--- src/hdl/priority_periodic_task_dispatcher_core_defines.svh ---
// ----------------------------------------------------------------------------
// priority periodic task dispatcher assertion macros
// shared concurrent assertion helpers, empty for synthesis
// ----------------------------------------------------------------------------
`ifndef PRIORITY_PERIODIC_TASK_DISPATCHER_CORE_DEFINES_SVH
`define PRIORITY_PERIODIC_TASK_DISPATCHER_CORE_DEFINES_SVH

`ifndef SYNTHESIS
// property must hold at every clock edge out of reset
`define PPD_ASSERT(label, clk, rst_n, prop) \
    label: assert property (@(posedge clk) disable iff (!rst_n) prop) \
        else $error("ppd assertion failed");
// expression must never be true out of reset
`define PPD_NEVER(label, clk, rst_n, expr) \
    label: assert property (@(posedge clk) disable iff (!rst_n) !(expr)) \
        else $error("ppd forbidden condition");
`else
`define PPD_ASSERT(label, clk, rst_n, prop)
`define PPD_NEVER(label, clk, rst_n, expr)
`endif

`endif

--- src/hdl/ppd_pkg.sv ---
`default_nettype none
// ----------------------------------------------------------------------------
// ppd_pkg
// types, codes and defaults shared by the task dispatcher modules
// ----------------------------------------------------------------------------
package ppd_pkg;

    localparam int DEF_MAX_TASKS = 16;
    localparam int QUEUE_DEPTH   = 2;

    // input kind codes
    localparam logic [1:0] KIND_TICK   = 2'd0;
    localparam logic [1:0] KIND_CREATE = 2'd1;
    localparam logic [1:0] KIND_DELETE = 2'd2;
    localparam logic [1:0] KIND_CLEAR  = 2'd3;

    // internal command codes
    localparam logic [2:0] OP_TICK   = 3'd0;
    localparam logic [2:0] OP_CREATE = 3'd1;
    localparam logic [2:0] OP_DELETE = 3'd2;
    localparam logic [2:0] OP_CLEAR  = 3'd3;
    localparam logic [2:0] OP_REJECT = 3'd4;

    // result status codes
    localparam logic [1:0] ST_OK      = 2'd0;
    localparam logic [1:0] ST_FULL    = 2'd1;
    localparam logic [1:0] ST_INVALID = 2'd2;

    typedef struct packed {
        logic [2:0]  op;
        logic [7:0]  id;
        logic [15:0] period;
        logic [7:0]  prio;
    } cmd_t;

    typedef struct packed {
        logic [7:0]  id;
        logic [15:0] period;
        logic [7:0]  prio;
        logic [15:0] count;
    } entry_t;

    typedef struct packed {
        logic [1:0] status;
        logic       run_valid;
        logic [7:0] run_id;
        logic       last;
    } res_t;

endpackage
`default_nettype wire

--- src/hdl/ppd_front.sv ---
`default_nettype none
// ----------------------------------------------------------------------------
// ppd_front
// input side: decodes the transaction kind and screens create requests
// ----------------------------------------------------------------------------
module ppd_front
(
    input  wire logic          s_tvalid,
    output logic               s_tready,
    input  wire logic [31:0]   s_tdata,
    input  wire logic [1:0]    s_tuser,
    output logic               q_push,
    output ppd_pkg::cmd_t      q_din,
    input  wire logic          q_full
);
    import ppd_pkg::*;

    logic [7:0]  task_id;
    logic [15:0] period;
    logic [7:0]  prio;
    logic [2:0]  op;

    assign task_id = s_tdata[7:0];
    assign period  = s_tdata[23:8];
    assign prio    = s_tdata[31:24];

    // zero period is rejected here so the back end never sees it
    always_comb
    begin
        case (s_tuser)
            KIND_TICK:   op = OP_TICK;
            KIND_CREATE: op = (period == 16'd0) ? OP_REJECT : OP_CREATE;
            KIND_DELETE: op = OP_DELETE;
            KIND_CLEAR:  op = OP_CLEAR;
            default:     op = OP_TICK;
        endcase
    end

    assign s_tready     = !q_full;
    assign q_push       = s_tvalid && !q_full;
    assign q_din.op     = op;
    assign q_din.id     = task_id;
    assign q_din.period = period;
    assign q_din.prio   = prio;

endmodule
`default_nettype wire

--- src/hdl/ppd_queue.sv ---
`default_nettype none
// ----------------------------------------------------------------------------
// ppd_queue
// short command queue between the front and back ends
// ----------------------------------------------------------------------------
module ppd_queue
(
    input  wire logic          clk,
    input  wire logic          rst_n,
    input  wire logic          push,
    input  wire ppd_pkg::cmd_t din,
    output logic               full,
    input  wire logic          pop,
    output ppd_pkg::cmd_t      dout,
    output logic               not_empty
);
    import ppd_pkg::*;

    localparam int QPTR_W = (QUEUE_DEPTH > 1) ? $clog2(QUEUE_DEPTH) : 1;
    localparam int QCNT_W = $clog2(QUEUE_DEPTH + 1);

    cmd_t              mem [QUEUE_DEPTH];
    logic [QPTR_W-1:0] wr_ptr_reg;
    logic [QPTR_W-1:0] wr_ptr_next;
    logic [QPTR_W-1:0] rd_ptr_reg;
    logic [QPTR_W-1:0] rd_ptr_next;
    logic [QCNT_W-1:0] cnt_reg;
    logic [QCNT_W-1:0] cnt_next;
    logic              do_push;
    logic              do_pop;

    assign full      = (cnt_reg == QCNT_W'(QUEUE_DEPTH));
    assign not_empty = (cnt_reg != '0);
    assign do_push   = push && !full;
    assign do_pop    = pop && not_empty;
    assign dout      = mem[rd_ptr_reg];

    always_comb
    begin
        wr_ptr_next = wr_ptr_reg;
        rd_ptr_next = rd_ptr_reg;
        cnt_next    = cnt_reg;
        if (do_push)
        begin
            wr_ptr_next = (wr_ptr_reg == QPTR_W'(QUEUE_DEPTH - 1)) ? '0 : wr_ptr_reg + 1'b1;
        end
        if (do_pop)
        begin
            rd_ptr_next = (rd_ptr_reg == QPTR_W'(QUEUE_DEPTH - 1)) ? '0 : rd_ptr_reg + 1'b1;
        end
        if (do_push && !do_pop)
        begin
            cnt_next = cnt_reg + 1'b1;
        end
        else if (do_pop && !do_push)
        begin
            cnt_next = cnt_reg - 1'b1;
        end
    end

    always_ff @(posedge clk or negedge rst_n)
    begin
        if (!rst_n)
        begin
            wr_ptr_reg <= '0;
            rd_ptr_reg <= '0;
            cnt_reg    <= '0;
        end
        else
        begin
            wr_ptr_reg <= wr_ptr_next;
            rd_ptr_reg <= rd_ptr_next;
            cnt_reg    <= cnt_next;
        end
    end

    always_ff @(posedge clk)
    begin
        if (do_push)
        begin
            mem[wr_ptr_reg] <= din;
        end
    end

endmodule
`default_nettype wire

--- src/hdl/ppd_back.sv ---
`default_nettype none
`include "priority_periodic_task_dispatcher_core_defines.svh"
// ----------------------------------------------------------------------------
// ppd_back
// task table engine: sorted insert, rotating walk for tick and delete
// ----------------------------------------------------------------------------
module ppd_back
#(
    parameter int MAX_TASKS = ppd_pkg::DEF_MAX_TASKS
)
(
    input  wire logic          clk,
    input  wire logic          rst_n,
    input  wire ppd_pkg::cmd_t cmd,
    input  wire logic          cmd_valid,
    output logic               cmd_ready,
    output ppd_pkg::res_t      res,
    output logic               res_valid,
    input  wire logic          res_ready
);
    import ppd_pkg::*;

    localparam int TOT_W = $clog2(MAX_TASKS + 1);

    localparam logic [1:0] S_IDLE = 2'd0;
    localparam logic [1:0] S_WALK = 2'd1;
    localparam logic [1:0] S_DONE = 2'd2;

    logic [1:0]       state_reg, state_next;
    logic [2:0]       op_reg, op_next;
    logic [7:0]       id_reg, id_next;
    logic [TOT_W-1:0] rem_reg, rem_next;
    logic [TOT_W-1:0] total_reg, total_next;
    logic             removed_reg, removed_next;
    logic             pend_valid_reg, pend_valid_next;
    logic [7:0]       pend_id_reg, pend_id_next;
    logic             out_valid_reg, out_valid_next;
    res_t             out_reg, out_next;
    entry_t           entry_reg [MAX_TASKS];
    entry_t           entry_next [MAX_TASKS];
    entry_t           prev_ent [MAX_TASKS];
    logic [MAX_TASKS-1:0] gt;
    logic [MAX_TASKS-1:0] gt_prev;

    entry_t      head;
    entry_t      head_upd;
    entry_t      new_ent;
    logic [15:0] cnt_inc;
    logic        due;
    logic        is_tick;
    logic        match;
    logic        walk_emit;
    logic        can_emit;
    logic        step;
    logic        pop;
    logic        walk_start;
    logic        full;
    logic        do_insert;

    assign can_emit   = !out_valid_reg || res_ready;
    assign full       = (total_reg == TOT_W'(MAX_TASKS));
    assign walk_start = ((cmd.op == OP_TICK) || (cmd.op == OP_DELETE)) && (total_reg != '0);
    assign cmd_ready  = (state_reg == S_IDLE) && (walk_start || can_emit);
    assign pop        = cmd_valid && cmd_ready;
    assign do_insert  = pop && (cmd.op == OP_CREATE) && !full;

    // head of the table during a walk
    assign head      = entry_reg[0];
    assign cnt_inc   = head.count + 16'd1;
    assign due       = (cnt_inc == head.period);
    assign is_tick   = (op_reg == OP_TICK);
    assign match     = !is_tick && !removed_reg && (head.id == id_reg);
    assign walk_emit = is_tick && due && pend_valid_reg;
    assign step      = (state_reg == S_WALK) && (!walk_emit || can_emit);

    always_comb
    begin
        head_upd       = head;
        // counters only advance on a tick walk
        if (is_tick)
        begin
            head_upd.count = due ? 16'd0 : cnt_inc;
        end
        new_ent.id     = cmd.id;
        new_ent.period = cmd.period;
        new_ent.prio   = cmd.prio;
        new_ent.count  = 16'd0;
    end

    // per entry compare against the new priority, monotonic on a sorted table
    always_comb
    begin
        prev_ent[0] = new_ent;
        gt_prev[0]  = 1'b0;
        for (int i = 0; i < MAX_TASKS; i++)
        begin
            gt[i] = (TOT_W'(i) < total_reg) && (entry_reg[i].prio > cmd.prio);
        end
        for (int i = 1; i < MAX_TASKS; i++)
        begin
            prev_ent[i] = entry_reg[i-1];
            gt_prev[i]  = gt[i-1];
        end
    end

    always_comb
    begin
        for (int i = 0; i < MAX_TASKS; i++)
        begin
            entry_next[i] = entry_reg[i];
        end
        if (do_insert)
        begin
            for (int i = 0; i < MAX_TASKS; i++)
            begin
                if (gt_prev[i])
                begin
                    entry_next[i] = prev_ent[i];
                end
                else if (gt[i] || (TOT_W'(i) == total_reg))
                begin
                    entry_next[i] = new_ent;
                end
            end
        end
        else if (step)
        begin
            // rotate down by one, the head goes back in at the tail unless dropped
            for (int i = 0; i < MAX_TASKS - 1; i++)
            begin
                entry_next[i] = entry_reg[i+1];
            end
            if (!match)
            begin
                for (int i = 0; i < MAX_TASKS; i++)
                begin
                    if (TOT_W'(i + 1) == total_reg)
                    begin
                        entry_next[i] = head_upd;
                    end
                end
            end
        end
    end

    always_comb
    begin
        state_next      = state_reg;
        op_next         = op_reg;
        id_next         = id_reg;
        rem_next        = rem_reg;
        total_next      = total_reg;
        removed_next    = removed_reg;
        pend_valid_next = pend_valid_reg;
        pend_id_next    = pend_id_reg;
        out_valid_next  = out_valid_reg && !res_ready;
        out_next        = out_reg;

        case (state_reg)
            S_IDLE:
            begin
                if (pop)
                begin
                    if (walk_start)
                    begin
                        state_next      = S_WALK;
                        op_next         = cmd.op;
                        id_next         = cmd.id;
                        rem_next        = total_reg;
                        removed_next    = 1'b0;
                        pend_valid_next = 1'b0;
                    end
                    else
                    begin
                        out_valid_next   = 1'b1;
                        out_next.status  = ST_OK;
                        out_next.run_valid = 1'b0;
                        out_next.run_id  = 8'd0;
                        out_next.last    = 1'b1;
                        case (cmd.op)
                            OP_CREATE:
                            begin
                                if (full)
                                begin
                                    out_next.status = ST_FULL;
                                end
                                else
                                begin
                                    total_next = total_reg + 1'b1;
                                end
                            end
                            OP_REJECT: out_next.status = ST_INVALID;
                            OP_CLEAR:  total_next = '0;
                            default:   out_next.status = ST_OK;
                        endcase
                    end
                end
            end
            S_WALK:
            begin
                if (step)
                begin
                    rem_next = rem_reg - 1'b1;
                    if (walk_emit)
                    begin
                        out_valid_next     = 1'b1;
                        out_next.status    = ST_OK;
                        out_next.run_valid = 1'b1;
                        out_next.run_id    = pend_id_reg;
                        out_next.last      = 1'b0;
                    end
                    if (is_tick && due)
                    begin
                        pend_valid_next = 1'b1;
                        pend_id_next    = head.id;
                    end
                    if (match)
                    begin
                        removed_next = 1'b1;
                        total_next   = total_reg - 1'b1;
                    end
                    if (rem_reg == TOT_W'(1))
                    begin
                        state_next = S_DONE;
                    end
                end
            end
            S_DONE:
            begin
                if (can_emit)
                begin
                    out_valid_next     = 1'b1;
                    out_next.status    = ST_OK;
                    out_next.run_valid = is_tick && pend_valid_reg;
                    out_next.run_id    = (is_tick && pend_valid_reg) ? pend_id_reg : 8'd0;
                    out_next.last      = 1'b1;
                    pend_valid_next    = 1'b0;
                    state_next         = S_IDLE;
                end
            end
            default:
            begin
                state_next = S_IDLE;
            end
        endcase
    end

    always_ff @(posedge clk or negedge rst_n)
    begin
        if (!rst_n)
        begin
            state_reg      <= S_IDLE;
            op_reg         <= OP_TICK;
            rem_reg        <= '0;
            total_reg      <= '0;
            removed_reg    <= 1'b0;
            pend_valid_reg <= 1'b0;
            out_valid_reg  <= 1'b0;
        end
        else
        begin
            state_reg      <= state_next;
            op_reg         <= op_next;
            rem_reg        <= rem_next;
            total_reg      <= total_next;
            removed_reg    <= removed_next;
            pend_valid_reg <= pend_valid_next;
            out_valid_reg  <= out_valid_next;
        end
    end

    always_ff @(posedge clk)
    begin
        id_reg      <= id_next;
        pend_id_reg <= pend_id_next;
        out_reg     <= out_next;
        for (int i = 0; i < MAX_TASKS; i++)
        begin
            entry_reg[i] <= entry_next[i];
        end
    end

    assign res       = out_reg;
    assign res_valid = out_valid_reg;

    `PPD_NEVER(a_total_bound, clk, rst_n, total_reg > TOT_W'(MAX_TASKS))
    `PPD_NEVER(a_walk_rem, clk, rst_n, (state_reg == S_WALK) && (rem_reg == '0))
    `PPD_NEVER(a_pend_tick, clk, rst_n, pend_valid_reg && (op_reg != OP_TICK))
    `PPD_ASSERT(a_walk_shrink, clk, rst_n, (state_reg == S_WALK) |=> (total_reg <= $past(total_reg)))

endmodule
`default_nettype wire

--- src/hdl/priority_periodic_task_dispatcher_core.sv ---
`default_nettype none
// ----------------------------------------------------------------------------
// priority_periodic_task_dispatcher_core
// periodic task table kept in priority order, emits due task ids per tick
// ----------------------------------------------------------------------------
// The core holds up to MAX_TASKS periodic tasks sorted by ascending priority
// value (equal priorities stay in creation order). Each input transaction is
// a tick, a create, a delete or a clear. Create, clear, a rejected create and
// any command on an empty table complete without a table walk. A tick or a
// delete on a table of N tasks walks the table once through the single table
// head, one entry per cycle unless the output stalls. A tick gives one output
// transaction per due task in table order (tlast on the final one), or one
// empty transaction when nothing is due. Every other command gives exactly
// one transaction carrying its status. A two-entry command queue lets the
// input keep taking transactions while the table engine is busy, and the
// output is registered.
module priority_periodic_task_dispatcher_core
#(
    parameter int MAX_TASKS = ppd_pkg::DEF_MAX_TASKS
)
(
    input  wire logic        clk,
    input  wire logic        rst_n,
    // input stream
    input  wire logic        s_tvalid,
    output logic             s_tready,
    input  wire logic [31:0] s_tdata,   // task_id[7:0], period[23:8], priority_req[31:24]
    input  wire logic [1:0]  s_tuser,   // kind[1:0]
    // result stream
    output logic             m_tvalid,
    input  wire logic        m_tready,
    output logic [15:0]      m_tdata,   // status[1:0], run_id[9:2], zero fill [15:10]
    output logic             m_tuser,   // run_valid
    output logic             m_tlast
);
    import ppd_pkg::*;

    cmd_t q_din;
    cmd_t q_dout;
    res_t res;
    logic q_push;
    logic q_full;
    logic q_pop;
    logic q_not_empty;

    // front end: decode and screen each input transaction
    ppd_front u_front
    (
        .s_tvalid (s_tvalid),
        .s_tready (s_tready),
        .s_tdata  (s_tdata),
        .s_tuser  (s_tuser),
        .q_push   (q_push),
        .q_din    (q_din),
        .q_full   (q_full)
    );

    // decouples input acceptance from table work
    ppd_queue u_queue
    (
        .clk       (clk),
        .rst_n     (rst_n),
        .push      (q_push),
        .din       (q_din),
        .full      (q_full),
        .pop       (q_pop),
        .dout      (q_dout),
        .not_empty (q_not_empty)
    );

    // back end: table engine with registered output
    ppd_back #(
        .MAX_TASKS (MAX_TASKS)
    ) u_back
    (
        .clk       (clk),
        .rst_n     (rst_n),
        .cmd       (q_dout),
        .cmd_valid (q_not_empty),
        .cmd_ready (q_pop),
        .res       (res),
        .res_valid (m_tvalid),
        .res_ready (m_tready)
    );

    // result packing
    assign m_tdata = {6'd0, res.run_id, res.status};
    assign m_tuser = res.run_valid;
    assign m_tlast = res.last;

endmodule
`default_nettype wire

--- config.mk ---
export PLATFORM = sky130hd
export DESIGN_NAME = priority_periodic_task_dispatcher_core
export DESIGN_NICKNAME = d
export VERILOG_FILES = /design/src/hdl/ppd_pkg.sv /design/src/hdl/ppd_front.sv /design/src/hdl/ppd_queue.sv /design/src/hdl/ppd_back.sv /design/src/hdl/priority_periodic_task_dispatcher_core.sv
export VERILOG_INCLUDE_DIRS = /design/src /design/src/hdl
export SDC_FILE = /design/constraint.sdc
export NUM_CORES = 2
export LEC_CHECK = 0
export ABC_AREA = 1
export BUFFER_PORTS_ARGS = -buffer_cell sky130_fd_sc_hd__buf_2
export CAP_MARGIN = 20
export CORE_AREA = 2 2 320 322
export CTS_CLUSTER_DIAMETER = 40
export DETAILED_ROUTE_END_ITERATION = 8
export DIE_AREA = 0 0 322 324
export PLACE_DENSITY = 0.65
export SLEW_MARGIN = 10
export SYNTH_ARGS = -nofsm -noshare
export SYNTH_HDL_FRONTEND = slang
export SYNTH_SLANG_ARGS = --single-unit
--- constraint.sdc ---
create_clock -name clk -period 7.4 [get_ports clk]
set_input_delay 0.37 -clock clk [delete_from_list [all_inputs] [get_ports clk]]
set_output_delay 0.37 -clock clk [all_outputs]
set_load 0.02 [all_outputs]
== Word level (Yosys, flattened, before mapping) ==
Memory sizes are Yosys's and may differ from the RTL's.
Index checks and enable logic that the tools add are counted.
Widths: inputs -> output; s select.
Word-level totals
  register bits: 50
  latch bits: 0
  RAM bits: 838
  ROM bits: 0
  input port bits: 38
  output and inout bits: 20
  logic and storage cells: 280
  memories: 2
Memory list
  u_back.entry_reg: words 16, width 48, read ports 16, clocked after Yosys merged registers in 0, write ports 16, RTL line ppd_back.sv:39  | entry_t entry_reg [MAX_TASKS];
  u_queue.mem: words 2, width 35, read ports 1, clocked after Yosys merged registers in 0, write ports 1, RTL line ppd_queue.sv:22  | cmd_t mem [QUEUE_DEPTH];
Cells by class
  $add $sub $neg: 8
  multiply operators: 0
  divide/modulo/power cells: 0
  $lt $le $gt $ge: 32
  equality and inequality tests: 41
  shift-type cells: 0
  mux-type cells: 101
  bitwise logic cells: 0
  reductions and logical operators: 80
Operators with widths (number)
  $mux 768: 3
  $mux 48: 47
  $gt 8x8->1: 16
  $mux 12: 5
  $eq 4x5->1 const A: 8
  $lt 4x5->1 const A: 8
  $mux 5: 8
  $pmux 12 s3: 1
  $logic_and 1x1->1: 32
  $mux 16: 2
  $pmux 5 s2: 3
  $eq 3x5->1 const A: 4
  $logic_or 1x1->1: 20
  $lt 3x5->1 const A: 4
  $mux 1: 17
  $add 16x1->16 const B: 1
  $eq 16x16->1: 1
  $logic_not 16->1: 1
  $mux 2: 7
  $ne 2x1->1 const B: 7
  $pmux 3 s4: 1
  $reduce_and 6->1: 2
  $eq 2x5->1 const A: 2
  $lt 1x5->1 const A: 2
  35 further kinds: 60

== Longest topological paths before layout ==
An unclocked memory read counts as a cell.
  word-level depth: 10
  depth in mapped cells: 19
  gate-level depth less buffers: 18

== Modules after synthesis ==
From an unflattened synthesis, not the netlist that was laid out.
Unflattened totals
  cell total of the unflattened synthesis: 5765
  area total of the unflattened synthesis: 50973.9 µm²
By module, submodules not included
  ppd_back: instances 1, cells each 5483, area each 47717.0 µm², seq. area each 24353.4 µm²
  ppd_queue: instances 1, cells each 214, area each 2846.5 µm², seq. area each 2202.1 µm²
  ppd_front: instances 1, cells each 61, area each 361.6 µm², seq. area each 0.0 µm²
  priority_periodic_task_dispatcher_core: instances 1, cells each 7, area each 48.8 µm², seq. area each 0.0 µm²

== Least setup slack after synthesis ==
Ideal clock, no wire load.
  path type: reg2reg
  from: register u_queue.rd_ptr_reg (netlist name)
  to: memory u_back.entry_reg[8][0] in the netlist's numbering, enable pin
  library setup time: 0.475 ns
  data arrival time: 5.801 ns
  required time: 6.925 ns
  setup slack: 1.125 ns
  stages on the path, launching flop included: 14
  path buffers: 3
  period minus slack after synthesis: 6.275 ns
  cells stage by stage: dfrtp_1 -> buf_4 -> buf_1 -> mux2i_1 -> ha_1 -> nand2_1 -> o21ai_0 -> nand2_1 -> o211ai_1 -> nand3_1 -> clkbuf_1 -> nand2_1 -> nor2_1 -> a22oi_1
RTL lines (RTL line)
  to (decl): ppd_back.sv:39

==> results.yml <==
status:
  violations: "design-rule violations"
  status: "finished, violations left"
detailed_routing:
  wl_per_cell_um: 29.9
  drc_errors: 5
  drtIter0Drc: 8769
  ant_nets: 0
  dr_total_vias: 47500
  drt-total-wl_um: 207000
  via_per_inst: 6.85
  dr.pass1.iters: 9
synth:
  ys_seq_elements: 888
  synth_cells: 5567
  yosysWarnings: 0
  synth-edff-count: 866
  synthFlopType: "edfxtp_1"
  yosysUniqueCellTypes: 58
  async_reset_ff_share_pct: 2.48
  synth_area_um2: 50100
  synth.avg_cell_area_um2: 9.00
  ys_seq_area_share_pct: 53.0
place:
  gp_congestion: 0.998
  dpl.hpwl_um: 124000
  pre_cts_ws_ns: 1.83
  io_buffers: 51
cts:
  cts_inserted_buffers: 143
  cts_resized: 0
  clock_latency_ns: 0.77
  cts_sinks: 888
  clock_path_buffers: 3
  htreeDepth: 4
  clockRootBuffer: "clkbuf_16"
  cts_tree: "yes"
  clkTransAtPathRegs_ns: 0.05
die:
  die_width_um: 322
  initial_core_util_pct: 49.6
  std_cell_rows: 117
  dieArea_um2: 104000
  io-pin-count: 58
  core_area_um2: 101000
  die_h_um: 324
setup_path:
  worstPathArrival_ns: 6.10
  required_ns: 7.74
  worstSetupEndpointType: "register"
  cp_slowest_cell: "dfrtp_1"
  cp-start-kind: "register"
  cp-startpoint: "u_back.total_reg[1]"
  path_class: "reg -> reg"
  path_buf_inv: 5
  crit_fanout: 48
  cp_top_family: "buffers and inverters"
  reg2reg_to: "u_back.entry_reg[8][10]"
  rr_worst_depth: 14
  crit_chain: "inv_1, ha_1, inv_1, nor2_1, nand2_1, nand3_2, a21oi_4, nand3_4, inv_6, buf_4, nand2_1, nor2_1, a22oi_2, buf_4"
  r2r-start: "u_back.total_reg[1]"
  r2r_slack_ns: 1.65
  cpPeakStageDelay_ns: 0.73
final_layout:
  drive_gt1_share_pct: 11.1
  nNetsFinal: 5689
  fillers: 8915
  area_growth_pct: 13.7
  largest_reg_flops: 768
  final_util_pct: 56.4
timing:
  fmax_mhz: 174
  finalSetupTns_ns: 0
  whs_ns: 0.0532
  fin_skew_ns: 0.0459
  setup_viol: 0
  worst_pin_slew_ns: 1.23
  finalWorstSetupSlack_ns: 1.65
  hold_viol: 0
  post-route-period-util_pct: 77.7
  rsz0062_at_grt: "false"
  slew_violations: 0
  slew_headroom_pct: 17.9
  layout_min_cycle_time_ns: 5.75
global_routing:
  antenna_found_initial: 7
  grt_pass1_vias: 44500
  gr-total-overflow: 0
  grt_max_degree: 188
  grt_pass1_wl_um: 299000
  grt.total_usage_pct: 39.1
hold_path:
  hold_path_end: "u_back.res_valid"
  hp-class: "in -> reg"
  min_from: "m_tready"
  hold_path_depth: 4
flow_run:
  maxCapViolCount: 0
power_and_ir_drop:
  power.density_nw_per_um2: 542
  peakVddDrop_v: 0.000396
  leakagePower_nw: 21.3
[placed cells by master (no fill, tap or decap), types with 11 or more instances in the layout]
master / Yosys / routed
o211ai_1: 115 / 115
mux2i_1: 24 / 13
a31o_2: 23 / 23
dfrtp_1: 22 / 21
edfxtp_1: 866 / 866
o22ai_1: 361 / 361
buf_2: 123 / 51
inv_1: 270 / 264
mux2i_2: 0 / 11
inv_6: 0 / 16
nand4_1: 39 / 39
o21ai_1: 129 / 129
nand2_2: 15 / 30
bufinv_16: 0 / 18
nor2_4: 22 / 46
buf_12: 0 / 11
inv_2: 18 / 25
o221ai_1: 13 / 12
clkinvlp_4: 0 / 17
nor3_1: 44 / 44
buf_4: 9 / 132
clkbuf_16: 0 / 146
nor2_1: 683 / 658
nand2_1: 816 / 801
dlygate4sd3_1: 0 / 35
clkinv_2: 0 / 26
o21ai_0: 1090 / 1090
nand3_1: 92 / 91
clkinv_4: 0 / 14
a21oi_1: 214 / 213
ha_1: 142 / 142
nor2_2: 13 / 14
[cell families (layout without fill, tap and decap cells)]
group,count (synthesis),after routing,synth area share (%)
compound gates,2003,2003,22.1
simple gates,1760,1760,14.5
flops,888,888,53.0
buf+inv,735,786,5.99
fa+ha+maj,142,142,3.55
mux,24,24,0.480
xor+xnor,14,14,0.272
other cells,1,10,0.00749
[metal layers]
layer	part of all wire (%)	track usage [%]
met5	0.055	0
met4	6.6	22.7
met3	16	13.0
met2	41	55.9
met1	36	51.8
[worst register-to-register path: stages (launching register included)]
cell and delay [ns]:
dfrtp_1 0.73, inv_1 0.25, ha_1 0.26, inv_1 0.07, nor2_1 0.06, nand2_1 0.18
nand3_2 0.17, a21oi_4 0.30, nand3_4 0.50, inv_6 0.53, buf_4 0.71, nand2_1 0.65
nor2_1 0.28, a22oi_2 0.11, buf_4 0.49
[through the flow]
stage,total power [mW],area (um2),instances
final,30.9,57000,6936
after global routing,32.0,57000,6933
after global placement,22.9,51500,6626
after floorplan,18.2,50100,5572
after detailed placement,23.1,51600,6631
after CTS,30.0,56800,6925
[synthesized netlist by cell type, types with 8 or more instances]
cell type / instances / share of area (%)
buf_4: 9 / 0.13
o311ai_0: 8 / 0.14
ha_1: 142 / 3.5
or2_2: 9 / 0.11
inv_1: 270 / 2.0
mux2i_1: 24 / 0.48
o211ai_1: 115 / 1.7
nor2_2: 13 / 0.16
nand4_1: 39 / 0.49
inv_2: 18 / 0.13
dfrtp_1: 22 / 1.1
nand2_1: 816 / 6.1
buf_1: 12 / 0.090
xor2_1: 8 / 0.14
a211oi_1: 8 / 0.12
nor2_4: 22 / 0.49
edfxtp_1: 866 / 52
a21oi_1: 214 / 2.1
clkbuf_1: 292 / 2.2
a31o_2: 23 / 0.40
o221ai_1: 13 / 0.23
o21ai_0: 1090 / 11
nor3_1: 44 / 0.44
nor2_1: 683 / 5.1
buf_2: 123 / 1.2
o22ai_1: 361 / 4.5
nor4_1: 9 / 0.11
nand2_2: 15 / 0.19
nand3_1: 92 / 0.92
o21ai_1: 129 / 1.3
[what timing repair did]
action,in CTS,in global routing
buffers inserted,0,0
endpoints found under the hold margin,92,0
hold buffers,35,0
[power by group]
group | internal (mW) | leakage, nW | switching (mW)
logic | 3.49 | 10.6 | 9.10
registers | 9.44 | 8.41 | 1.97
clock network | 4.27 | 2.33 | 2.61
total | 17.2 | 21.3 | 13.7
[layout make-up]
| cell class | instances | area [um2] | area share, % |
|---|---|---|---|
| Sequential cell | 888 | 26600 | 46.6 |
| Multi-Input combinational cell | 3949 | 20900 | 36.6 |
| Clock buffer | 157 | 3700 | 6.50 |
| Timing Repair Buffer | 236 | 1980 | 3.47 |
| Tap cell | 1309 | 1640 | 2.88 |
| Clock inverter | 102 | 1120 | 1.97 |
| Inverter | 291 | 1100 | 1.93 |
| Antenna cell | 4 | 10.0 | 0.0176 |
[worst max path at each step]
| stage | end | cells past startpoint |
|---|---|---|
| finish | u_back.entry_reg[8][10] | 14 |
| detailed placement | u_back.entry_reg[2][3] | 14 |
| global route | u_back.entry_reg[2][15] | 14 |
| global placement | u_back.entry_reg[2][3] | 14 |
| CTS | u_back.entry_reg[2][15] | 14 |
| floorplan | u_back.entry_reg[8][0] | 13 |
Note: power is estimated with default switching activity, not from simulation.
